==> src/rtl/core/sce_pkg.sv <==
// Shared constants, codes and types of the sandpile cell event engine.
`timescale 1ns / 1ps

package sce_pkg;

   // Grid and store sizing
   localparam int MAX_SIDE    = 256;
   localparam int HEIGHT_BITS = 24;

   // Fixed field widths
   localparam int CELL_W     = 16;
   localparam int SIDE_W     = 9;
   localparam int THR_W      = 16;
   localparam int TIME_W     = 32;
   localparam int HFIELD_W   = 24;
   localparam int REQ_W      = 2;
   localparam int CSR_IDX_W  = 2;
   localparam int CSR_DATA_W = 16;
   localparam int AREA_W     = 2 * SIDE_W;

   // Only cells below 2^CELL_W can ever be addressed
   localparam int STORE_DEPTH = (MAX_SIDE * MAX_SIDE > (2 ** CELL_W)) ?
                                (2 ** CELL_W) : (MAX_SIDE * MAX_SIDE);
   localparam int STORE_AW    = $clog2(STORE_DEPTH);

   localparam logic [HEIGHT_BITS-1:0] HEIGHT_MAX = '1;

   // Grains removed by a cell's own topple, added by a neighbor's
   localparam int SELF_DROP    = 4;
   localparam int NEIGHBOR_ADD = 1;

   // Remainder unit: quotient bits resolved per cycle
   localparam int DIV_STEP   = 4;
   localparam int DIV_CYCLES = CELL_W / DIV_STEP;
   localparam int DIV_CNT_W  = (DIV_CYCLES > 1) ? $clog2(DIV_CYCLES) : 1;

   // Request codes
   localparam logic [REQ_W-1:0] REQ_DELIVER = 2'd0;
   localparam logic [REQ_W-1:0] REQ_INIT    = 2'd1;
   localparam logic [REQ_W-1:0] REQ_READ    = 2'd2;
   localparam logic [REQ_W-1:0] REQ_UNUSED  = 2'd3;

   // Result kinds
   localparam logic KIND_EVENT  = 1'b0;
   localparam logic KIND_REPORT = 1'b1;

   // Register indexes
   localparam logic [CSR_IDX_W-1:0] CSR_GRID_WIDTH  = 2'd0;
   localparam logic [CSR_IDX_W-1:0] CSR_GRID_HEIGHT = 2'd1;
   localparam logic [CSR_IDX_W-1:0] CSR_THRESHOLD   = 2'd2;

   // Order of the five emitted events
   typedef logic [2:0] sce_emit_idx_type;
   localparam sce_emit_idx_type EMIT_SELF  = 3'd0;
   localparam sce_emit_idx_type EMIT_UP    = 3'd1;
   localparam sce_emit_idx_type EMIT_RIGHT = 3'd2;
   localparam sce_emit_idx_type EMIT_DOWN  = 3'd3;
   localparam sce_emit_idx_type EMIT_LEFT  = 3'd4;

   // Position of the toppling cell on the torus
   typedef struct packed {
      logic [CELL_W-1:0] cell_idx;
      logic [SIDE_W-1:0] x;
      logic [SIDE_W-1:0] w;
      logic [AREA_W-1:0] area;
   } sce_geom_type;

endpackage

==> src/rtl/core/sce_rem_unit.sv <==
// Multi-cycle remainder unit: cell index modulo grid width, several bits per cycle.
`timescale 1ns / 1ps

module sce_rem_unit import sce_pkg::*; (
   input  logic              clock,
   input  logic              reset,
   input  logic              start,
   input  logic [CELL_W-1:0] dividend,
   input  logic [SIDE_W-1:0] divisor,
   output logic              done,
   output logic [SIDE_W-1:0] remainder
);

   logic [CELL_W-1:0]    dvd_ff, dvd_in;
   logic [SIDE_W-1:0]    dvs_ff;
   logic [SIDE_W-1:0]    rem_ff, rem_in;
   logic [DIV_CNT_W-1:0] cnt_ff;
   logic                 busy_ff;
   logic                 done_ff;

   // restoring steps on the partial remainder
   always_comb begin : rem_step
      logic [SIDE_W:0]   trial;
      logic [SIDE_W-1:0] r;
      logic [CELL_W-1:0] d;
      r = rem_ff;
      d = dvd_ff;
      for (int i = 0; i < DIV_STEP; i++) begin
         trial = {r, d[CELL_W-1]};
         d     = {d[CELL_W-2:0], 1'b0};
         if (trial >= {1'b0, dvs_ff}) begin
            r = SIDE_W'(trial - {1'b0, dvs_ff});
         end else begin
            r = trial[SIDE_W-1:0];
         end
      end
      rem_in = r;
      dvd_in = d;
   end

   always_ff @(posedge clock) begin
      if (reset) begin
         busy_ff <= 1'b0;
         done_ff <= 1'b0;
         cnt_ff  <= '0;
      end else if (start) begin
         busy_ff <= 1'b1;
         done_ff <= 1'b0;
         cnt_ff  <= '0;
      end else if (busy_ff) begin
         cnt_ff <= cnt_ff + 1'b1;
         if (cnt_ff == DIV_CNT_W'(DIV_CYCLES - 1)) begin
            busy_ff <= 1'b0;
            done_ff <= 1'b1;
         end
      end
   end

   always_ff @(posedge clock) begin
      if (start) begin
         dvd_ff <= dividend;
         dvs_ff <= divisor;
         rem_ff <= '0;
      end else if (busy_ff) begin
         dvd_ff <= dvd_in;
         rem_ff <= rem_in;
      end
   end

   assign done      = done_ff;
   assign remainder = rem_ff;

endmodule

==> config.mk <==
export PLATFORM = sky130hd
export DESIGN_NAME = sce_rem_unit
export DESIGN_NICKNAME = d
export VERILOG_FILES = /design/src/rtl/core/sce_pkg.sv /design/src/rtl/core/sce_rem_unit.sv
export SDC_FILE = /design/constraint.sdc
export NUM_CORES = 1
export LEC_CHECK = 0
export ABC_AREA = 0
export ABC_CLOCK_PERIOD_IN_PS = 9880
export BUFFER_PORTS_ARGS = -buffer_cell sky130_fd_sc_hd__buf_2
export CORE_MARGIN = 2
export CORE_UTILIZATION = 52
export CTS_CLUSTER_SIZE = 24
export DETAILED_ROUTE_END_ITERATION = 6
export PLACE_DENSITY = 0.72
export SLEW_MARGIN = 20
export SYNTH_ARGS = -nofsm -noshare
export SYNTH_HDL_FRONTEND = slang
export SYNTH_SLANG_ARGS = --single-unit
export TNS_END_PERCENT = 30
==> constraint.sdc <==
create_clock -name clock -period 9.88 [get_ports clock]
set_input_delay 0.494 -clock clock [delete_from_list [all_inputs] [get_ports clock]]
set_output_delay 0.494 -clock clock [all_outputs]
set_load 0.005 [all_outputs]
# Word-level counts from Yosys, hierarchy flattened
# Cells that the tools add are included.
[word_totals]
word_cells = 28
register_bits = 38
[classes]
n_addsub = 5
n_mux = 9
n_reduce_logical = 3
order_cmp = 4
n_eq_ne = 1
[ops]
columns = ["operator", "n"]
rows = [
  ["$ge A10 B9 Y1", 4],
  ["$mux W9", 4],
  ["$sub A9 B9 Y9", 4],
  ["$mux W16", 2],
  ["$mux W1", 3],
  ["$add A2 B1 Y2 const B", 1],
  ["$eq A2 B2 Y1 const B", 1],
  ["$reduce_and A2 Y1", 1],
  ["$reduce_bool A2 Y1", 1],
  ["$reduce_or A2 Y1", 1],
]

# Longest topological paths before layout
# Gate-level depths: netlist (run 1).
[logic_depth]
ltp_word = 8
depth_mapped = 39

# Worst setup path before layout (run 1)
# No wires, ideal clock.
[synth_path]
kind = "register to register"
from = "register dvd_ff[15]"
to = "register rem_ff[2], in the netlist remainder[2]"
arrival_ps = 7912
stages_incl_launch_ff = 37
setup_slack_ps = 1873
n_path_buf = 3
setup_time_ps = 95
path_cell_list = "edfxtp_1 -> inv_1 -> ha_1 -> inv_1 -> fa_1 -> a211oi_2 -> o21ai_1 -> a221oi_2 -> clkbuf_1 -> mux2_2 -> ha_1 -> a21oi_1 -> o21ai_1 -> and2_4 -> a311o_1 -> or2_1 -> buf_6 -> mux2_2 -> ha_1 -> a211oi_1 -> nor2_1 -> o31ai_1 -> nand2_1 -> nor3_1 -> a21oi_1 -> buf_2 -> nor2_1 -> a21oi_1 -> fa_1 -> a21o_1 -> a21oi_1 -> o21ai_0 -> o21ai_0 -> nand2b_1 -> a211o_1 -> or4b_1 -> o311ai_1"
[synth_between]
elab_chain_len = 8
word_cells_on_any_way = 12
[synth_lines]
columns = ["element", "line_no", "text"]
rows = [
  ["start: declaration", "sce_rem_unit.sv:14", "logic [CELL_W-1:0] dvd_ff, dvd_in;"],
  ["start signal: assignment", "sce_rem_unit.sv:61", "dvd_ff <= dividend;"],
  ["start signal: assignment", "sce_rem_unit.sv:65", "dvd_ff <= dvd_in;"],
  ["$sub A9 B9 Y9 or $ge A10 B9 Y1 (tied branches)", "sce_rem_unit.sv:32, sce_rem_unit.sv:31", ""],
  ["$mux W9 *", "sce_rem_unit.sv:31", "if (trial >= {1'b0, dvs_ff}) begin"],
  ["$ge A10 B9 Y1 or $sub A9 B9 Y9 (tied branches)", "sce_rem_unit.sv:31, sce_rem_unit.sv:32", ""],
  ["$mux W9 *", "sce_rem_unit.sv:31", ""],
  ["$sub A9 B9 Y9 or $ge A10 B9 Y1 (tied branches)", "sce_rem_unit.sv:32, sce_rem_unit.sv:31", ""],
  ["$mux W9 *", "sce_rem_unit.sv:31", ""],
  ["$sub A9 B9 Y9 or $ge A10 B9 Y1 (tied branches)", "sce_rem_unit.sv:32, sce_rem_unit.sv:31", ""],
  ["$mux W9 *", "sce_rem_unit.sv:31", ""],
  ["end signal: assignment", "sce_rem_unit.sv:66", "rem_ff <= rem_in;"],
  ["end: declaration", "sce_rem_unit.sv:16", "logic [SIDE_W-1:0] rem_ff, rem_in;"],
]
# Every way passes the cells marked *; elsewhere a longest branch is shown, timed or not.
# A chain may end at the register's enable or synchronous reset.

# Final worst setup path (run 1)
[layout_path]
from = "register dvs_ff[0]"
to = "register rem_ff[2], in the netlist remainder[2]"
[layout_between]
elab_chain_len = 8
word_cells_on_any_way = 12
[layout_lines]
columns = ["element", "line_no", "text"]
rows = [
  ["start: declaration", "sce_rem_unit.sv:15", "logic [SIDE_W-1:0] dvs_ff;"],
  ["start signal: assignment", "sce_rem_unit.sv:62", "dvs_ff <= divisor;"],
  ["$sub A9 B9 Y9 or $ge A10 B9 Y1 (tied branches)", "sce_rem_unit.sv:32, sce_rem_unit.sv:31", ""],
  ["$mux W9", "sce_rem_unit.sv:31", ""],
  ["$ge A10 B9 Y1 or $sub A9 B9 Y9 (tied branches)", "sce_rem_unit.sv:31, sce_rem_unit.sv:32", ""],
  ["$mux W9", "sce_rem_unit.sv:31", ""],
  ["$sub A9 B9 Y9 or $ge A10 B9 Y1 (tied branches)", "sce_rem_unit.sv:32, sce_rem_unit.sv:31", ""],
  ["$mux W9", "sce_rem_unit.sv:31", ""],
  ["$sub A9 B9 Y9 or $ge A10 B9 Y1 (tied branches)", "sce_rem_unit.sv:32, sce_rem_unit.sv:31", ""],
  ["$mux W9 *", "sce_rem_unit.sv:31", ""],
]
# Marks and branches as above.

==> flow_summary_export.csv, run 1 <==
group,metric,value,unit
logic_synthesis,netlist_area,0.00334,mm²
placed_design,portBuffers,37,
grt,grt.met3_usage,4.15,%
logic_synthesis,synth_edf_count,25,
worst_setup_path,r2r_slack,0.76,ns
clock_tree,cts_setup_buffers,0,
die,rows,29,
sta,fin_setup_tns,0,ns
logic_synthesis,synth-async-reset-ratio,0,%
sta,setup_viol,0,
logic_synthesis,syn_nets,415,
worst_setup_path,worstPathArrival,9.31,ns
logic_synthesis,ys_top_cells_by_area,"edfxtp_1, ha_1, mux2_2, dfxtp_1, a21oi_1",
layout,fill_cells,552,
die,fp.dieW,84.1,µm
layout,final_nets,451,
worst_setup_path,startpoint_type,"flop",
grt,grt_pass1_vias,2742,
worst_setup_path,slowest_delay,0.56,ns
drt,wl,7940,µm
hold_path,hp-start,"divisor[6]",
clock_tree,cts_buffers,5,
grt,grt_usage,23.1,%
worst_setup_path,worstReg2RegEnd,"remainder[2]",
clock_tree,cts_resized,0,
logic_synthesis,syn_inst,346,
grt,grt-busiest-layer,"met2",
die,start_util,53.2,%
sta,worst_slack,0.759,ns
logic_synthesis,ys_top_cells_by_count,"ha_1, nor2_1, a21oi_1",
drt,via_count,2819,
clock_tree,clock_latency,0.28,ns
sta,worstMarginPinSlew,0.865,ns
layout,regArea,0.00101,mm²
drt,drt.antenna.violating_nets,0,
sta,grt_setup_unrepaired,"no",
worst_setup_path,startpoint,"dvs_ff[0]",
logic_synthesis,seq_area_frac_synth,30.3,%
worst_setup_path,cp-end-kind,"flop",
drt,wire_per_inst,17.3,µm
sta,drv_slew,0,
hold_path,whs_endpoint,"dvs_ff[6]",
clock_tree,cts.sinks,38,
sta,fin_crit_sh,92.3,%
clock_tree,ctsHoldBuffers,0,
worst_setup_path,required,10.07,ns
grt,grt_start_max_net_pins,40,
placed_design,routabilityCongestion,0.949,
grt,use_met1,28.8,%
logic_synthesis,yosysTopAreaCell,"edfxtp_1",
sta,finalClockSkew,0.00409,ns
logic_synthesis,synth_cell_types,58,
layout,n_antenna_cell,0,
die,die_area,0.00708,mm²
clock_tree,clk_pin_slew,0.07,ns
drt,drt_iter0_markers,152,
logic_synthesis,yosysWarningCount,0,
grt,grt_pass1_wl,13000,µm
grt,use_met2,39.3,%
die,ios,38,
logic_synthesis,synth_flop_cell,"edfxtp_1",
grt,antenna_found_initial,0,
layout,syn2layout_area_growth,10.0,%
logic_synthesis,syn_area_per_cell,9.65,µm²
drt,avgViaCountPerCell,6.13,
worst_setup_path,cp_slowest_cell,"or4b_1",
worst_setup_path,r2r_start,"dvs_ff[0]",
logic_synthesis,ys_seq_elements,38,
clock_tree,cts_max_path_buffers,2,
worst_setup_path,crit_fanout,16,
drt,firstDrtPassIters,5,
worst_setup_path,critPathKind,"reg -> reg",
logic_synthesis,yosysMostFrequentCell,"ha_1",
sta,slew_headroom,42.4,%
clock_tree,root_buffer,"clkbuf_8",
clock_tree,cts_tree,"built",
worst_setup_path,crit_path_frequent_cell,"ha_1",
hold_path,hold_depth,1,
sta,finalCriticalPeriod,9.12,ns
sta,fmax,110,MHz
run,drv_cap,0,
clock_tree,htree_levels,2,
die,die_height,84.1,µm
run_status,outcome,"finished clean",
drt,drc,0,
layout,multiInputGateArea,0.00218,mm²
placed_design,place_ws,0.923,ns
die,coreArea,0.00628,mm²
placed_design,dp.final_hpwl,6300,µm
worst_setup_path,r2r_cells,32,
sta,hold_viol,0,
hold_path,hold_class,"in -> reg",
grt,grt_overflow,0,
logic_synthesis,netlist.area_leader.share,22.5,%
layout,drive_gt1_share,21.4,%
-- registers in the layout, indices dropped and copies added (netlist names) --
signal / cells
dvd_ff: 16
dvs_ff: 9
remainder: 9
cnt_ff: 2
busy_ff: 1
done: 1
-- cell families after synthesis --
logic type      count (synthesis)  synth area share [%]
xor+xnor                       26                  6.82
flops                          38                  30.3
mux                            32                  10.6
buf+inv                        34                  4.31
simple gates                   87                  13.1
compound gates                 88                  18.6
fa+ha+maj                      41                  16.3
-- through the flow --
step	hold WS, ns	utilization [%]	instance area [µm²]	cells
after floorplan	0.491	-	3340	346
after global placement	0.502	57.0	3580	452
after detailed placement	0.522	57.0	3580	452
after CTS	0.372	58.5	3670	460
after global routing	0.372	58.5	3670	460
final	0.381	58.5	3670	460
-- routing by layer --
metal	up-vias	wire (µm)
li1	1364	-
met1	1328	3460
met4	0	233
met2	110	3790
met5	-	0
met3	17	464
-- cells in the final DEF, fill, tap and decap left out, drive strengths merged, types with 3 or more instances in the layout --
cell type  instances
dfxtp             13
mux2              25
fa                 4
a21o               9
xor2              12
o21ai             11
o21bai             3
clkbuf             6
nor3              10
buf               38
nand4              6
a221oi             3
a211oi            10
nand3              7
a21oi             28
edfxtp            25
mux2i              7
inv               25
nand2             12
nor2b              4
nand2b             5
nor2              28
ha                37
o31ai              4
and2               5
xnor2             14
-- worst max path at each step --
stage | to | slack (ns)
3_3_place_gp | remainder[2] | 1.17
6_report | remainder[2] | 0.76
4_1_cts | remainder[2] | 0.88
3_5_place_dp | remainder[2] | 0.92
5_1_grt | remainder[2] | 0.17
2_1_floorplan | remainder[2] | 1.87
-- layout make-up --
| class | count | share of cell area (%) |
|---|---|---|
| inverters | 25 | 2.56 |
| multi-input cells | 274 | 59.5 |
| repair buffers | 38 | 5.25 |
| clock buffers | 6 | 2.25 |
| clock inverters | 2 | 0.341 |
| well taps | 77 | 2.62 |
| flip-flops and latches | 38 | 27.5 |
-- critical path, delay by kind of cell, from the launching register on --
kind | cells | cell delay [ns]
and+or+nand+nor | 7 | 1.65
DFF | 1 | 0.44
buffers and inverters | 2 | 0.30
AOI/OAI and AO/OA | 16 | 4.22
muxes | 2 | 0.71
adders and majority gates | 5 | 1.70
Power of run 1 is left out: the tool's default activity adds up to more than one toggle a clock period on the data nets, which glitch-free logic cannot reach.
==> inputs of run 2 (changes only) <==
--- a/config.mk
+++ b/config.mk
@@ -6,13 +6,13 @@
 export NUM_CORES = 1
 export LEC_CHECK = 0
 export ABC_AREA = 0
-export ABC_CLOCK_PERIOD_IN_PS = 9880
+export ABC_CLOCK_PERIOD_IN_PS = 8300
 export BUFFER_PORTS_ARGS = -buffer_cell sky130_fd_sc_hd__buf_2
 export CORE_MARGIN = 2
-export CORE_UTILIZATION = 52
+export CORE_UTILIZATION = 50
 export CTS_CLUSTER_SIZE = 24
 export DETAILED_ROUTE_END_ITERATION = 6
-export PLACE_DENSITY = 0.72
+export PLACE_DENSITY = 0.73
 export SLEW_MARGIN = 20
 export SYNTH_ARGS = -nofsm -noshare
 export SYNTH_HDL_FRONTEND = slang
==> constraint.sdc (replaced) <==
create_clock -name clock -period 8.3 [get_ports clock]
set_input_delay 0.415 -clock clock [delete_from_list [all_inputs] [get_ports clock]]
set_output_delay 0.415 -clock clock [all_outputs]
set_load 0.005 [all_outputs]
==> flow_summary_export.csv, run 2 (same netlist as run 1, synthesis figures left out) <==
group,metric,value,unit
clock_tree,clk_pin_slew,0.08,ns
clock_tree,htree_levels,2,
grt,grt_usage,23.8,%
sta,finalCriticalPeriod,7.97,ns
clock_tree,cts_tree,"built",
sta,slew_headroom,50.7,%
layout,design_area,0.00401,mm²
die,start_util,52.3,%
clock_tree,cts_buffers,5,
sta,fin_crit_sh,96.1,%
worst_setup_path,critical-path-top-delay-family,"compound AO/OA/AOI/OAI gates",
worst_setup_path,crit_path_frequent_cell,"ha_1",
layout,syn2layout_area_growth,20.1,%
clock_tree,cts.sinks,38,
layout,drive_gt1_share,30.0,%
drt,firstDrtPassIters,7,
hold_path,hp-start,"divisor[1]",
grt,antenna_found_initial,0,
worst_setup_path,required,8.51,ns
sta,hold_viol,0,
drt,drt.antenna.violating_nets,0,
placed_design,dp.final_hpwl,6490,µm
layout,largest_reg_flops,16,
worst_setup_path,r2r_start,"dvd_ff[15]",
drt,drt_iter0_markers,233,
placed_design,portBuffers,37,
clock_tree,clock_latency,0.30,ns
sta,drv_slew,0,
worst_setup_path,slowest_delay,0.50,ns
run,drv_cap,0,
placed_design,placed_area,0.00370,mm²
sta,setup_viol,0,
drt,avgViaCountPerCell,6.06,
drt,wire_per_inst,17.9,µm
grt,grt_pass1_wl,13500,µm
hold_path,hold_class,"in -> reg",
die,ios,38,
layout,final_cell_mix,"buf_2, ha_1, nor2_1, inv_1, edfxtp_1",
clock_tree,root_buffer,"clkbuf_8",
worst_setup_path,startpoint,"dvd_ff[15]",
worst_setup_path,crit_fanout,9,
grt,grt_overflow,0,
run_status,outcome,"finished clean",
worst_setup_path,critPathKind,"reg -> reg",
sta,finalClockSkew,0.0125,ns
die,rows,29,
drt,via_count,2935,
die,fp.dieW,85.7,µm
die,die_area,0.00735,mm²
worst_setup_path,cp-end-kind,"flop",
layout,final_nets,475,
die,die_height,85.7,µm
layout,n_antenna_cell,0,
placed_design,routabilityCongestion,0.939,
grt,grt_start_max_net_pins,40,
worst_setup_path,crit_buf_inv,4,
layout,fill_cells,511,
drt,drc,0,
sta,fmax,125,MHz
worst_setup_path,startpoint_type,"flop",
clock_tree,cts_max_path_buffers,2,
die,coreArea,0.00639,mm²
drt,wl,8660,µm
sta,worstMarginPinSlew,0.739,ns
layout,top_register,"dvd_ff",
grt,grt_pass1_vias,2759,
layout,layout_commonest_cell,"buf_2",
worst_setup_path,cp_slowest_cell,"or4b_1",
worst_setup_path,worstPathArrival,8.18,ns
[run 2: routing by layer]
| metal | GRT usage (%) | vias to the layer above | routed length (µm) | share of wire (%) |
|---|---|---|---|---|
| met5 | 0 | - | 0 | 0 |
| li1 | - | 1414 | - | - |
| met4 | 7.07 | 0 | 210 | 2.4 |
| met2 | 38.8 | 116 | 4030 | 47 |
| met3 | 3.46 | 19 | 621 | 7.2 |
| met1 | 32.8 | 1386 | 3800 | 44 |
[run 2: cell type report]
cell class | instances | area [µm²] | share of cell area [%]
repair buffers | 62 | 374 | 9.34
multi-input cells | 274 | 2300 | 57.4
well taps | 77 | 96.3 | 2.40
clock buffers | 6 | 93.8 | 2.34
flip-flops and latches | 38 | 1010 | 25.2
inverters | 25 | 93.8 | 2.34
clock inverters | 2 | 38.8 | 0.968
[run 2: timing repair]
item,4_1_cts,5_1_grt
hold endpoints to repair,0,0
gates resized for setup,4,19
hold buffers,0,0
cloned,0,1
buffers inserted,0,7
setup endpoints to repair,8,9
pin swaps,0,8
[run 2: worst reg2reg max path, delay by kind of cell, from the launching register on]
kind | cells | cell delay, ns
fa+ha+maj | 5 | 1.43
compound gates | 16 | 3.37
mux | 1 | 0.32
flops | 1 | 0.38
buf+inv | 4 | 0.42
simple gates | 10 | 1.94
[run 2: metrics by stage]
stage	util, %	cells	setup TNS (ns)	setup WS (ns)	hold WS [ns]
after floorplan	-	346	0	0.293	0.484
after global placement	57.9	468	0	0.212	0.493
after detailed placement	57.9	468	0	0.000425	0.500
after CTS	60.3	476	0	0.0737	0.278
after global routing	62.8	484	-0.108	-0.0299	0.278
final	62.8	484	0	0.328	0.284
[run 2: path summary, 6_finish.rpt]
| kind | end | slack, ns | cells past startpoint |
|---|---|---|---|
| worst max-delay path | remainder[2] | 0.33 | 36 |
| worst min-delay path | dvs_ff[1] | 0.28 | 1 |
| worst max register to register | remainder[2] | 0.33 | 36 |
| worst min register to register | remainder[8] | 0.51 | 2 |
Power of run 2 is left out for the same reason.
