===== config.mk =====
export PLATFORM = sky130hd
export DESIGN_NAME = sce_nbr_addr
export DESIGN_NICKNAME = d
export VERILOG_FILES = /design/src/rtl/core/sce_pkg.sv /design/src/rtl/core/sce_nbr_addr.sv
export SDC_FILE = /design/constraint.sdc
export NUM_CORES = 1
export LEC_CHECK = 0
export ABC_AREA = 1
export BUFFER_PORTS_ARGS = -buffer_cell sky130_fd_sc_hd__buf_2
export CAP_MARGIN = 20
export CELL_PAD_IN_SITES_DETAIL_PLACEMENT = 0
export CELL_PAD_IN_SITES_GLOBAL_PLACEMENT = 1
export CORE_UTILIZATION = 45
export DETAILED_ROUTE_END_ITERATION = 12
export GPL_TIMING_DRIVEN = 0
export PLACE_DENSITY = 0.91
export SYNTH_ARGS = -nofsm -noshare
export SYNTH_HDL_FRONTEND = slang
export SYNTH_SLANG_ARGS = --single-unit

===== constraint.sdc =====
create_clock -name vclk -period 5.2
set_input_delay 0.26 -clock vclk [all_inputs]
set_output_delay 0.26 -clock vclk [all_outputs]
set_load 0.02 [all_outputs]

===== src/rtl/core/sce_pkg.sv =====
// Shared constants, codes and types of the sandpile cell event engine.
`timescale 1ns / 1ps

package sce_pkg;

   // Grid and store sizing
   localparam int MAX_SIDE    = 256;
   localparam int HEIGHT_BITS = 24;

   // Fixed field widths
   localparam int CELL_W     = 16;
   localparam int SIDE_W     = 9;
   localparam int THR_W      = 16;
   localparam int TIME_W     = 32;
   localparam int HFIELD_W   = 24;
   localparam int REQ_W      = 2;
   localparam int CSR_IDX_W  = 2;
   localparam int CSR_DATA_W = 16;
   localparam int AREA_W     = 2 * SIDE_W;

   // Only cells below 2^CELL_W can ever be addressed
   localparam int STORE_DEPTH = (MAX_SIDE * MAX_SIDE > (2 ** CELL_W)) ?
                                (2 ** CELL_W) : (MAX_SIDE * MAX_SIDE);
   localparam int STORE_AW    = $clog2(STORE_DEPTH);

   localparam logic [HEIGHT_BITS-1:0] HEIGHT_MAX = '1;

   // Grains removed by a cell's own topple, added by a neighbor's
   localparam int SELF_DROP    = 4;
   localparam int NEIGHBOR_ADD = 1;

   // Remainder unit: quotient bits resolved per cycle
   localparam int DIV_STEP   = 4;
   localparam int DIV_CYCLES = CELL_W / DIV_STEP;
   localparam int DIV_CNT_W  = (DIV_CYCLES > 1) ? $clog2(DIV_CYCLES) : 1;

   // Request codes
   localparam logic [REQ_W-1:0] REQ_DELIVER = 2'd0;
   localparam logic [REQ_W-1:0] REQ_INIT    = 2'd1;
   localparam logic [REQ_W-1:0] REQ_READ    = 2'd2;
   localparam logic [REQ_W-1:0] REQ_UNUSED  = 2'd3;

   // Result kinds
   localparam logic KIND_EVENT  = 1'b0;
   localparam logic KIND_REPORT = 1'b1;

   // Register indexes
   localparam logic [CSR_IDX_W-1:0] CSR_GRID_WIDTH  = 2'd0;
   localparam logic [CSR_IDX_W-1:0] CSR_GRID_HEIGHT = 2'd1;
   localparam logic [CSR_IDX_W-1:0] CSR_THRESHOLD   = 2'd2;

   // Order of the five emitted events
   typedef logic [2:0] sce_emit_idx_type;
   localparam sce_emit_idx_type EMIT_SELF  = 3'd0;
   localparam sce_emit_idx_type EMIT_UP    = 3'd1;
   localparam sce_emit_idx_type EMIT_RIGHT = 3'd2;
   localparam sce_emit_idx_type EMIT_DOWN  = 3'd3;
   localparam sce_emit_idx_type EMIT_LEFT  = 3'd4;

   // Position of the toppling cell on the torus
   typedef struct packed {
      logic [CELL_W-1:0] cell_idx;
      logic [SIDE_W-1:0] x;
      logic [SIDE_W-1:0] w;
      logic [AREA_W-1:0] area;
   } sce_geom_type;

endpackage


===== src/rtl/core/sce_nbr_addr.sv =====
// Torus neighbor address generator for the five events of a topple.
`timescale 1ns / 1ps

module sce_nbr_addr import sce_pkg::*; (
   input  sce_geom_type      geom,
   input  sce_emit_idx_type  emit_idx,
   output logic [CELL_W-1:0] dest_cell
);

   logic [AREA_W-1:0] c;
   logic [AREA_W-1:0] w;
   logic [AREA_W-1:0] x;
   logic [AREA_W-1:0] up_sum;
   logic [AREA_W-1:0] dest;

   assign c      = AREA_W'(geom.cell_idx);
   assign w      = AREA_W'(geom.w);
   assign x      = AREA_W'(geom.x);
   assign up_sum = c + w;

   always_comb begin
      unique case (emit_idx)
         EMIT_UP: begin
            dest = (up_sum >= geom.area) ? up_sum - geom.area : up_sum;
         end
         EMIT_RIGHT: begin
            dest = (x == w - 1'b1) ? c - x : c + 1'b1;
         end
         EMIT_DOWN: begin
            dest = (c < w) ? c + geom.area - w : c - w;
         end
         EMIT_LEFT: begin
            dest = (x == '0) ? c + w - 1'b1 : c - 1'b1;
         end
         default: begin
            dest = c;
         end
      endcase
   end

   assign dest_cell = CELL_W'(dest);

endmodule


# Word-level counts from Yosys, hierarchy flattened
# Cells that the tools add are included.
[totals] register_bits=0 latchBits=0 ramBits=0 rom_bits=0 inputBits=55 output_inout_bits=16 memories=0
[op_classes] add_sub_neg=10 n_mul=0 n_div=0 magnitude_cmp=2 eq_ne=5 shifts=0 n_mux=5 n_bitwise=0 n_reduce_logical=1
[ops] cell="$mux 16" count=4
[ops] cell="$pmux 16 s4" count=1
[ops] cell="$sub 16x9->16" count=3
[ops] cell="$sub 16x1->16 const B" count=2
[ops] cell="$eq 9x18->1" count=1
[ops] cell="$ge 17x18->1" count=1
[ops] cell="$logic_not 18->1" count=1
[ops] cell="$add 16x9->17" count=1
[ops] cell="$add 16x1->16 const B" count=1
[ops] cell="$add 16x16->16" count=1
[ops] cell="$lt 16x9->1" count=1
[ops] cell="$sub 16x16->16" count=1
[ops] cell="$sub 9x1->10 const B" count=1
[ops] cell="$eq 3x2->1 const B" count=2
[ops] cell="$eq 3x1->1 const B" count=1
[ops] cell="$eq 3x3->1 const B" count=1

# Depth between registers and ports, before layout
# Gate-level depths: netlist of the first run.
[depth] word_depth=4 depth_mapped=29

# Least setup slack after synthesis of the first run
# OpenSTA, ideal clock, no wires.
[synth_path] path_kind="input-to-output" start="in geom[24] in the netlist's numbering" end="out dest_cell[2]" arrival_time_ns=3.157 required_ns=4.940 setup_slack_ns=1.783 cell_stages=22 path_cell_list="inv_1 -> ha_1 -> buf_4 -> inv_1 -> a21oi_1 -> nor2_1 -> o21ai_0 -> nand3_1 -> nand2_1 -> inv_1 -> ha_1 -> nand2_1 -> nor2_1 -> nand3_1 -> o21ai_0 -> nand2_1 -> nand2_1 -> buf_4 -> buf_4 -> o21ai_0 -> o211ai_1 -> o2111ai_1"
[synth_between] elab_chain_cells=4 word_cells_on_any_way=9 cone_classes="add/sub (2); order compare (2); eq/ne (1); mux (4)"
[synth_rtl] item="start: declaration" line="sce_nbr_addr.sv:5" text="input sce_geom_type geom,"
[synth_rtl] item="$add 16x9->17 or $sub 9x1->10 (tied branches)"
[synth_rtl] item="$ge 17x18->1 or $eq 9x18->1 (tied branches)" line="sce_nbr_addr.sv:24, sce_nbr_addr.sv:27"
[synth_rtl] item="$mux 16, on equally long branches" line="sce_nbr_addr.sv:24, sce_nbr_addr.sv:27"
[synth_rtl] item="$pmux 16 s4 (*)" line="sce_nbr_addr.sv:22" text="unique case (emit_idx)"
[synth_rtl] item="end: declaration" line="sce_nbr_addr.sv:7" text="output logic [CELL_W-1:0] dest_cell"
# Every way passes the cells marked *; elsewhere a longest branch is shown, timed or not.

# Final worst setup path of the first run
[layout_path] start="in geom[22] in the netlist's numbering" end="out dest_cell[11]"
[layout_between] elab_chain_cells=4 word_cells_on_any_way=14 cone_classes="add/sub (6); order compare (2); eq/ne (1); mux (5)"
[layout_rtl] item="$add 16x9->17 or $sub 9x1->10 (tied branches)" line="sce_nbr_addr.sv:33, sce_nbr_addr.sv:27"
[layout_rtl] item="$sub 16x1->16 (tied with other cells)" line="sce_nbr_addr.sv:33" text="dest = (x == '0) ? c + w - 1'b1 : c - 1'b1;"
[layout_rtl] item="$mux 16, on equally long branches" line="sce_nbr_addr.sv:33, sce_nbr_addr.sv:24, sce_nbr_addr.sv:27"
[layout_rtl] item="$pmux 16 s4 (*)" line="sce_nbr_addr.sv:22"
# Marked as above.

==> results.md, run 1 <==
Run status:
- The flow ran to the end, and the final reports show no timing, DRC or antenna violations.

Synthesis:
- The top-area cell type share of the netlist area is 0.1772.
- The cell area after technology mapping is 0.005993 mm^2.
- Of the synthesized area, sequential elements account for 0.
- Yosys attributes the largest share of cell area to nand2_1 (18%), ha_1 (15%), inv_1 (11%), nand3_1 (9.4%), a21oi_1 (7.0%).
- A synthesized cell averages 5.483 um^2.
- The number of instances in the synthesized netlist is 1093.
- The number of nets handed over by synthesis was 1234.
- The cell type contributing the most total cell area after synthesis is nand2_1.
- The largest family of logic cells by synthesized area is simple AND/OR/NAND/NOR gates.
- The arithmetic-cell share of the synthesized area counting full adders, half adders and majority gates is 0.1958.
- The Yosys step of the flow raised 0 warnings.
- The simple-gate area share of the yosys netlist is 0.4203.
- The post-synthesis compound-gate area fraction is 0.1775.
- The number of different library cells in the post-synthesis netlist is 48.
- The multiplexer area fraction after synthesis is 0.
- The fraction of synthesized cell area in xor and xnor cells is 0.07015.

Drt:
- The number of nets still failing antenna checks after routing is 0.
- The final routed DRC violation total is 0.
- The number of detailed-routing iterations run before antenna repair is 5.
- The detail-routed net length per standard cell is 15.63 um.
- The via count is 7202.
- The violation count after the first detailed-route iteration is 510.
- Dividing the detail-routed via count by the number of cells gives roughly 5.4.
- The wire length after detailed routing is between 20 and 25 mm.

Worst hold path:
- The worst hold-check path type is in2out.
- Along the worst hold path, the cell count comes to 4.

Die:
- The die covers 0.01378 mm^2.
- The initial utilization of the core area, before any placement, comes to 0.4673.
- In this run the horizontal extent of the chip is approximately 120 um.
- The I/O pin count is 71.
- The area of the core region is 0.01282 mm^2.
- The floorplan row count is 41.
- Measured along the y axis, the die boundary spans 117.4 um.

Layout:
- The most common cell after layout, fill and taps aside is nand2_1.
- The final-layout clock buffer total is 0.
- The number of inserted diodes is 0.
- The total area of sequential cells is 0 um^2.
- The area growth from synthesis to layout is 9.436%.
- The number of sequential cells in the layout is 0.
- In the layout the commonest cells are nand2_1 (283), inv_1 (175), nand3_1 (113).
- The filler cells instantiated in the layout total 1449.
- After the last flow step, the layout net total stands at ~1300.
- The layout cell share with drive strength beyond 1 is 0.1101.

STA:
- The smallest clock period supported by the final layout is computed as about 4.7 ns.
- Static timing analysis puts the maximum clock frequency at 210.7 MHz.
- The setup TNS after final layout is 0 ns.
- Setup repair after global routing left no endpoint under its margin.
- The final count of negative-setup-slack endpoints is 0.
- Headroom to the max-slew limit came out at 0.2723.
- In the finished design, the share of the clock period the worst path needs comes to 0.9126.
- The final count of pins violating max slew is 0.
- The actual slew at the worst max-slew pin is ~1.1 ns.
- The number of hold violations in the final report is 0.

Worst setup path:
- The startpoint kind of the worst setup timing path is a primary input.
- The standard cell with the maximum stage delay on the critical path is ha_1.
- In this design, the stage delay of the slowest critical-path cell is 0.42 ns.
- The buffering stage count on the worst path with inverters included is 6.
- The path type of the worst setup path is in2out.
- The signal on the critical path passes through buf_2 -> inv_1 -> ha_1 -> nor2_1 -> nand3_1 -> nand3_2 -> nand3_1 -> nand2_1 -> nand2_1 -> nand2_1 -> inv_1 -> ha_1 -> nand2_1 -> nor2_1 -> nand3_1 -> o21ai_0 -> nand2_1 -> nand2_1 -> buf_4 -> buf_4 -> nand3_1 -> a21oi_1 -> nand4_1 -> buf_2.
- The logic depth of the worst path, buffers included is 24.
- Data on the critical path arrives at its endpoint at 4.49 ns.
- The dominant cell type by count on the critical path is nand2_1.
- Along the worst path, the maximum fanout reaches 10.
- The cell class contributing the biggest share of worst-path delay is simple AND/OR/NAND/NOR gates.
- The required arrival time at the worst endpoint is 4.94 ns.
- STA classifies the critical path endpoint as an output pin.

GRT:
- The first-pass GRT wire length is 33.06 mm.
- The maximum number of pins on one net before global-route repair is 11.
- The initial antenna violation count is 0.
- The via count of the first global-routing pass was ~6700.
- The global-route usage over all layers is 0.2994.
- After global routing the overflow that remains totals 0.

Power:
- The share of total power dissipated in combinational logic is 1.000.
- The static leakage is around 0.0036 uW.
- Of the total power, the clock network draws 0.
- The ratio of total power to cell area is 118.7 mW/mm^2.
- For this design the total switching power over the nets is 505.8 uW.
- Of the total power, the share spent switching nets is 0.6499.
- Of the total power, registers draw 0.
- The design draws 778.3 uW.
- The cell internal power dissipation is about 270 uW.
- VDD sags by at most 0.03481 mV.

Placed design:
- The HPWL after detailed placement is roughly 18 mm.
- Routability-driven placement finished with a final weighted congestion of 0.9748.
- Buffers placed on the I/O ports in this run total 70.

CTS:
- After clock tree synthesis, the flow added hold-fix buffers numbering 0.
- The number of gates resized after CTS is 0.
- The buffer count from post-CTS setup fixing is 0.

Run:
- The count of max-cap constraint violations is 0.
## area by class of cell
cell class | count | area, um^2 | share of cell area
buffer | 20 | 126.4 | 0.01927
inverter | 184 | 690.7 | 0.1053
multi-input combinational | 889 | 5176 | 0.7892
tap | 172 | 215.2 | 0.03281
timing repair buffer | 70 | 350.3 | 0.05341
## worst paths after layout
check      from             to  slack [ns]
min    geom[39]   dest_cell[3]        0.96
max    geom[22]  dest_cell[11]        0.45
## tightest hold or removal path: stages
cell     delay (ns)
buf_2          0.15
nand2_1        0.08
nand2_1        0.06
buf_2          0.15
## power groups by stage
stage               registers [uW]  logic, uW  clock network [uW]
floorplan                        0        559                   0
finish                           0        778                   0
CTS                              0        768                   0
detailed placement               0        763                   0
global placement                 0        760                   0
global route                     0        870                   0
## cells in the mapped netlist (2+ instances only)
library cell / count
fa_1: 13
o2111ai_1: 4
buf_6: 2
o211ai_1: 7
nor2_2: 5
clkinv_1: 3
o21a_1: 3
a21o_1: 3
buf_2: 5
ha_1: 73
xor2_1: 34
buf_4: 8
inv_1: 175
a21oi_2: 2
a31oi_1: 3
o21ai_0: 52
nand3_2: 5
a211oi_1: 2
nor3_1: 17
or2_2: 6
o21ai_4: 3
inv_2: 6
clkbuf_1: 5
nand2_2: 9
nand3b_1: 6
nor4_1: 2
nand3_1: 113
o21bai_1: 9
xnor2_1: 14
nor2_4: 2
nand4_1: 19
nand2_1: 283
nor2_1: 101
o21ai_1: 2
a21oi_1: 84
## cell families after synthesis
kind of cell,Yosys count
buffers and inverters,204
adders and majority gates,86
and+or+nand+nor,573
xor gates and xnor gates,48
AOI/OAI and AO/OA,182
## routing by layer
metal  share of wire  wire length, um  track usage  vias up
met1            0.44             9183       0.4029     3242
met5               0                0            0        -
met3           0.079             1652      0.02237       25
met4           0.019              388      0.05276        0
li1                -                -            -     3712
met2            0.46             9647       0.5229      223
## per-stage QoR
step	cells	worst slack (ns)	utilization	hold slack [ns]	cell area, um^2
2_1_floorplan	1093	1.783	-	0.6946	5993
3_3_place_gp	1335	0.5625	0.5114	0.9606	6559
3_5_place_dp	1335	0.5360	0.5114	0.9625	6559
4_1_cts	1335	0.5191	0.5114	0.9623	6559
5_1_grt	1335	0.07377	0.5114	0.9856	6559
6_report	1335	0.4543	0.5114	0.9632	6559
Power figures use the tool's default switching activity.
==> run 2: changes to the inputs <==
ABC_AREA = default   (was 1)
CORE_UTILIZATION = 48   (was 45)
PLACE_DENSITY = 0.92   (was 0.91)
==> results.md, run 2 <==
Layout:
- The number of sequential cells in the layout is 0 (unchanged).
- The number of nets in the layout is 1011 (-23%).
- The final standard cell utilization of the core was 0.5507 (+0.03927).
- The layout overhead on the synthesized area is 10.87%.
- The count of filler cells inserted in the layout is 1118 (-23%).
- The number of inserted diodes is 0 (unchanged).
- Leaving out fill and tap cells, the most frequent cell in the layout is inv_1.
- The final-layout clock buffer total is 0 (unchanged).
- The layout cell share with drive strength beyond 1 is 0.1486 (+0.03856).
- In the layout the commonest cells are inv_1 (87), nor2_1 (80), buf_2 (73).
- The total area of sequential cells was 0 um^2 (unchanged).

Synthesis:
- The synthesized area per cell is 6.841 um^2 (+25%).
- After synthesis, the most frequently instantiated cells are inv_1 (88), nor2_1 (80), ha_1 (73), a21oi_1 (63), xnor2_1 (59).
- The sequential-to-total area share from yosys stat came to 0 (unchanged).
- The total of warnings raised by yosys came to 0 (unchanged).
- By area the synthesized netlist is led by ha_1 (17%), xnor2_1 (9.5%), inv_1 (6.1%), a21oi_1 (5.8%), nor2_1 (5.5%).
- The cell area after technology mapping is 0.005431 mm^2 (-9.4%).
- The cell type contributing the most total cell area after synthesis is ha_1.
- The number of instances in the synthesized netlist was 794 (-27%).
- The top-area cell type share of the netlist area came to 0.1682 (-0.009080).
- The number of different library cells in the post-synthesis netlist is 82 (+71%).
- Among all cell types in the netlist, the one instantiated most often is inv_1.
- The net count of the mapped netlist is 935 (-24%).

Power:
- The overall power of the completed layout is 819.0 uW (+5.2%).
- The fraction of power spent switching nets was 0.6033 (-0.04664).
- The static leakage came to 0.002804 uW (-23%).
- The clock power share is 0 (unchanged).
- The sequential power share was 0 (unchanged).
- The combinational power share is 1.000 (about the same).
- The peak ir drop on the vdd network is 0.08335 mV (+140%).
- The ratio of total power to cell area came to 136.0 mW/mm^2 (+15%).
- The net switching power figure is 494.1 uW (-2.3%).
- The cell internal power dissipation is 324.9 uW (+19%).

Die:
- The effective utilization at floorplan is 0.4967 (+0.02936).
- The area of the core region was 0.01094 mm^2 (-15%).
- The area of the die was 0.01175 mm^2 (-15%).
- The height of the die is 108.4 um (-7.7%).
- The floorplan row count is 38 (-7.3%).
- The overall die width is 108.4 um (-7.7%).
- The I/O pin count is 71 (unchanged).

Placed design:
- The worst slack after detailed placement came to -0.2607 ns (-0.7967 ns).
- The HPWL after detailed placement came to 15.23 mm (-17%).
- The number of buffers inserted by port buffering is 70 (unchanged).
- The routability congestion estimate from global placement is 0.9549 (-2.0%).

Drt:
- The wire length after detailed routing is 17.73 mm (-15%).
- The number of detailed-routing iterations run before antenna repair is 9 (+4).
- The violation count after the first detailed-route iteration is 597 (+17%).
- The via count is 6013 (-17%).
- The number of nets still failing antenna checks after routing is 0 (unchanged).
- The wire length on met2 is 7.879 mm (-18%).
- The wire length the detailed router placed on met1 was 8.372 mm (-8.8%).
- The highest metal layer with signal wires is met4.
- The final routed DRC violation total is 0 (unchanged).
- The wire length on met3 is 1.284 mm (-22%).
- The number of vias per cell after detailed routing was 5.965 (+11%).
- The detail-routed net length per standard cell is 17.59 um (+13%).

Run:
- The count of max-cap constraint violations is 0 (unchanged).

Worst hold path:
- The worst hold path begins at geom[36].
- The number of instances on the worst hold path was 4 (unchanged).
- The worst hold-check path type is in2out.
- The worst hold path endpoint is dest_cell[0].

GRT:
- The initial antenna violation count was 0 (unchanged).
- The total global routing overflow is 0 (unchanged).
- The global-route usage over all layers is 0.3025 (+0.003170).
- The via count of the first global-routing pass is 5455 (-19%).
- The first-pass GRT wire length is 27.91 mm (-16%).
- The maximum number of pins on one net before global-route repair is 11 (unchanged).

STA:
- The final count of negative-setup-slack endpoints is 0 (unchanged).
- The fraction of the cycle the final worst path needs is 0.9556 (+0.04292).
- The final count of pins violating max slew is 0 (unchanged).
- The worst hold slack across all endpoints is 1.000 ns (+0.03691 ns).
- The number of hold violations in the final report is 0 (unchanged).
- The relative max-transition margin is 0.3197 (+0.04736).
- The setup TNS after final layout came to 0 ns (unchanged).
- The actual slew at the worst max-slew pin was 1.013 ns (-0.07049 ns).
- The final period demand of the worst path came to 4.969 ns (+0.2232 ns).
- The final worst-path setup slack is 0.2311 ns (-0.2232 ns).
- The fmax is 201.3 MHz (-4.5%).

Worst setup path:
- The path type of the worst setup path is in2out.
- The kind of end point of the critical path is an output pin.
- The critical-path maximum fanout was 10 (unchanged).
- The required arrival time at the worst endpoint is 4.94 ns (about the same).
- The startpoint kind of the worst setup timing path is a primary input.
- The endpoint arrival time on the critical path is 4.71 ns (+0.22 ns).

Run status:
- The run finished with clean final reports.
==> run 2: worst max path at each step <==
stage,to,cells past startpoint,from,slack [ns]
2_1_floorplan,dest_cell[10],20,geom[18],0.94
3_3_place_gp,dest_cell[10],22,geom[21],-0.17
3_5_place_dp,dest_cell[10],22,geom[21],-0.26
4_1_cts,dest_cell[10],22,geom[19],0.002
5_1_grt,dest_cell[10],22,geom[19],-0.003
6_report,dest_cell[11],22,geom[19],0.23
==> run 2: kinds of logic after synthesis <==
kind of cell	Yosys count	share of synthesized area
AOI/OAI and AO/OA	230	0.2827
xor gates and xnor gates	93	0.1500
adders and majority gates	86	0.2161
buffers and inverters	118	0.09191
muxes	10	0.01889
and+or+nand+nor	257	0.2405
==> run 2: through the flow <==
step	area (um^2)	cells
after floorplan	5431	794
after global placement	5957	1004
after detailed placement	5962	1005
after CTS	5981	1006
after global routing	6022	1008
final	6022	1008
==> run 2: routing by layer <==
metal,vias to the layer above,track usage
met4,0,0.03475
met5,-,0
li1,2983,-
met3,23,0.006028
met1,2758,0.4437
met2,249,0.5059
==> run 2: what timing repair did <==
action / CTS / global route
hold buffers: 0 / 0
pin swaps: 1 / 1
setup buffers: 1 / 2
endpoints found under the hold margin: 0 / 0
cloned: 0 / 0
gates resized for setup: 4 / 9
endpoints found under the setup margin: 10 / 16
==> run 2: critical path, cell delays in order <==
cell	delay (ns)
clkbuf_4	0.18
clkinvlp_4	0.15
ha_2	0.25
nand2_1	0.10
nor3_1	0.20
xnor2_1	0.16
o2111a_1	0.23
nand3_1	0.17
buf_2	0.24
or2_2	0.30
ha_1	0.20
nor2b_1	0.16
o2111a_1	0.27
nor2_1	0.08
a221o_1	0.38
o21ai_1	0.19
xor2_1	0.13
a221o_1	0.38
a221oi_2	0.26
a21o_1	0.16
o21ai_0	0.08
buf_2	0.18
==> run 2: layout make-up <==
cell class	instances	area, um^2	share of cell area
well taps	140	175.2	0.02909
repair buffers	74	380.4	0.06316
plain buffers	27	161.4	0.02680
multi-input cells	676	4960	0.8236
inverters	91	345.3	0.05734
==> run 2: power groups by stage <==
stage,Clock [uW],Combinational (uW),Sequential (uW)
floorplan,0,582,0
global placement,0,770,0
detailed placement,0,787,0
CTS,0,796,0
global route,0,896,0
finish,0,819,0
==> run 3: changes to the inputs <==
clock period = 5.8 ns   (was 5.2 ns; I/O delays follow)
==> results.md, run 3 (synthesized netlist as in run 2, its figures left out) <==
Worst setup path:
- The critical-path maximum fanout came to 10 (unchanged).
- The timing startpoint of the critical path is geom[19].
- The required arrival time at the worst endpoint is 5.51 ns (+0.57 ns).
- The endpoint arrival time on the critical path was 5.20 ns (+0.49 ns).
- The path type of the worst setup path is in2out.
- STA classifies the critical path startpoint as a primary input.
- The kind of end point of the critical path is an output pin.

Die:
- The height of the die is 108.4 um (unchanged).
- The overall die width is 108.4 um (unchanged).
- The area of the core region is 0.01094 mm^2 (unchanged).
- The area of the die is 0.01175 mm^2 (unchanged).
- The I/O pin count is 71 (unchanged).
- The floorplan row count is 38 (unchanged).
- The effective utilization at floorplan is 0.4967 (unchanged).

Power:
- The peak ir drop on the vdd network was 0.07488 mV (-10%).
- The ratio of total power to cell area is 121.8 mW/mm^2 (-10%).
- The overall power of the completed layout was 726.4 uW (-11%).
- The static leakage is 0.002775 uW (-1.0%).

Drt:
- The number of detailed-routing iterations run before antenna repair is 6 (-3).
- The violation count after the first detailed-route iteration is 577 (-3.4%).
- The wire length after detailed routing is 17.72 mm (about the same).
- The number of vias per cell after detailed routing is 5.964 (about the same).
- The via count is 5994 (-0.32%).
- The number of nets still failing antenna checks after routing came to 0 (unchanged).
- The final routed DRC violation total was 0 (unchanged).
- The detail-routed net length per standard cell is 17.64 um (+0.25%).

STA:
- Of the available clock period, the critical path in the final layout requires 0.9471.
- The number of hold violations in the final report is 0 (unchanged).
- The final count of pins violating max slew is 0 (unchanged).
- The final count of negative-setup-slack endpoints is 0 (unchanged).
- The fmax is ~180 MHz.
- Setup repair after global routing left no endpoint under its margin.
- The actual slew at the worst max-slew pin is 1.003 ns (-0.01006 ns).
- The final period demand of the worst path is 5.493 ns.
- The setup TNS after final layout is 0 ns (unchanged).
- The relative max-transition margin was 0.3264 (+0.006758).

Run status:
- The run finished with clean final reports.

CTS:
- The number of gates resized after CTS is 0 (-4).
- The buffer count from post-CTS setup fixing is 0 (-1).
- The number of buffers inserted by hold repair at cts is 0 (unchanged).

GRT:
- The global-route usage over all layers was 0.3020 (-0.0005076).
- The total global routing overflow is 0 (unchanged).
- The first-pass GRT wire length is 27.86 mm (-0.17%).
- The maximum number of pins on one net before global-route repair came to 11 (unchanged).
- The initial antenna violation count is 0 (unchanged).
- The via count of the first global-routing pass was 5450 (-0.092%).

Layout:
- The layout cell share with drive strength beyond 1 came to 0.1364 (-0.01220).
- The number of sequential cells in the layout is 0 (unchanged).
- The final-layout clock buffer total is 0 (unchanged).
- From synthesis to final layout, the design area changed by 9.790%.
- The number of nets in the layout is 1008 (-0.30%).
- The final standard cell utilization of the core was 0.5453 (-0.005377).
- The count of filler cells inserted in the layout was 1121 (+0.27%).
- The total area of sequential cells is 0 um^2 (unchanged).
- The number of inserted diodes is 0 (unchanged).
- The most common cell after layout, fill and taps aside is inv_1.
- The library cells used most frequently in the layout, excluding fill and tap cells, are inv_1 (88), nor2_1 (80), buf_2 (73), ha_1 (73), a21oi_1 (63).
- The number of non-filler instances in the completed layout was 1005 (-0.30%).

Placed design:
- The routability congestion estimate from global placement is 0.9549 (unchanged).
- The number of buffers inserted by port buffering is 70 (unchanged).
- The number of cells in the design after placement came to 1005 (unchanged).
- The HPWL after detailed placement is 15.23 mm (unchanged).

Worst hold path:
- The worst hold path begins at geom[36].
- The worst hold-check path type is in2out.

Run:
- The count of max-cap constraint violations is 0 (unchanged).
-- run 3: worst paths after layout --
| path | to | slack, ns | depth (start not counted) |
|---|---|---|---|
| max | dest_cell[10] | 0.31 | 22 |
| min | dest_cell[0] | 1.07 | 4 |
-- run 3: metrics by stage --
step | cell area, um^2 | setup slack [ns] | hold slack (ns)
after global placement | 5957 | 0.3669 | 1.037
after detailed placement | 5962 | 0.2793 | 1.047
after global routing | 5963 | 0.005243 | 1.082
after CTS | 5962 | 0.2735 | 1.046
after floorplan | 5431 | 1.478 | 0.7640
final | 5963 | 0.3067 | 1.065
-- run 3: critical path: stages --
cell and delay, ns:
buf_2 0.21, inv_1 0.18, ha_1 0.34, nor2b_1 0.18, o211ai_2 0.18, a21oi_2 0.29
or2_0 0.14, clkbuf_1 0.33, nand2_1 0.13, xnor2_1 0.37, ha_1 0.35, a21oi_1 0.30
nand2_1 0.11, o22ai_1 0.14, a21oi_1 0.10, a21oi_2 0.38, clkbuf_2 0.30, a21oi_1 0.14
nor2_1 0.11, nor4_1 0.06, a311oi_1 0.33, buf_2 0.24
-- run 3: per-layer routing --
metal  GRT usage  routed length [um]
met1      0.4434                8375
met2      0.5045                7892
met3    0.006028                1254
met4     0.03475                 201
met5           0                   0
-- run 3: final cells by class --
cell class / instances / area, um^2 / area share
multi-input combinational: 676 / 4932 / 0.8271
tap: 140 / 175.2 / 0.02937
inverter: 91 / 341.6 / 0.05728
timing repair buffer: 71 / 355.3 / 0.05959
buffer: 27 / 158.9 / 0.02665
-- run 3: report_power, final --
group | leakage, uW | internal (uW) | switching (uW)
clock | 0 | 0 | 0
combinational | 0.00278 | 287 | 440
sequential | 0 | 0 | 0
total | 0.00278 | 287 | 440
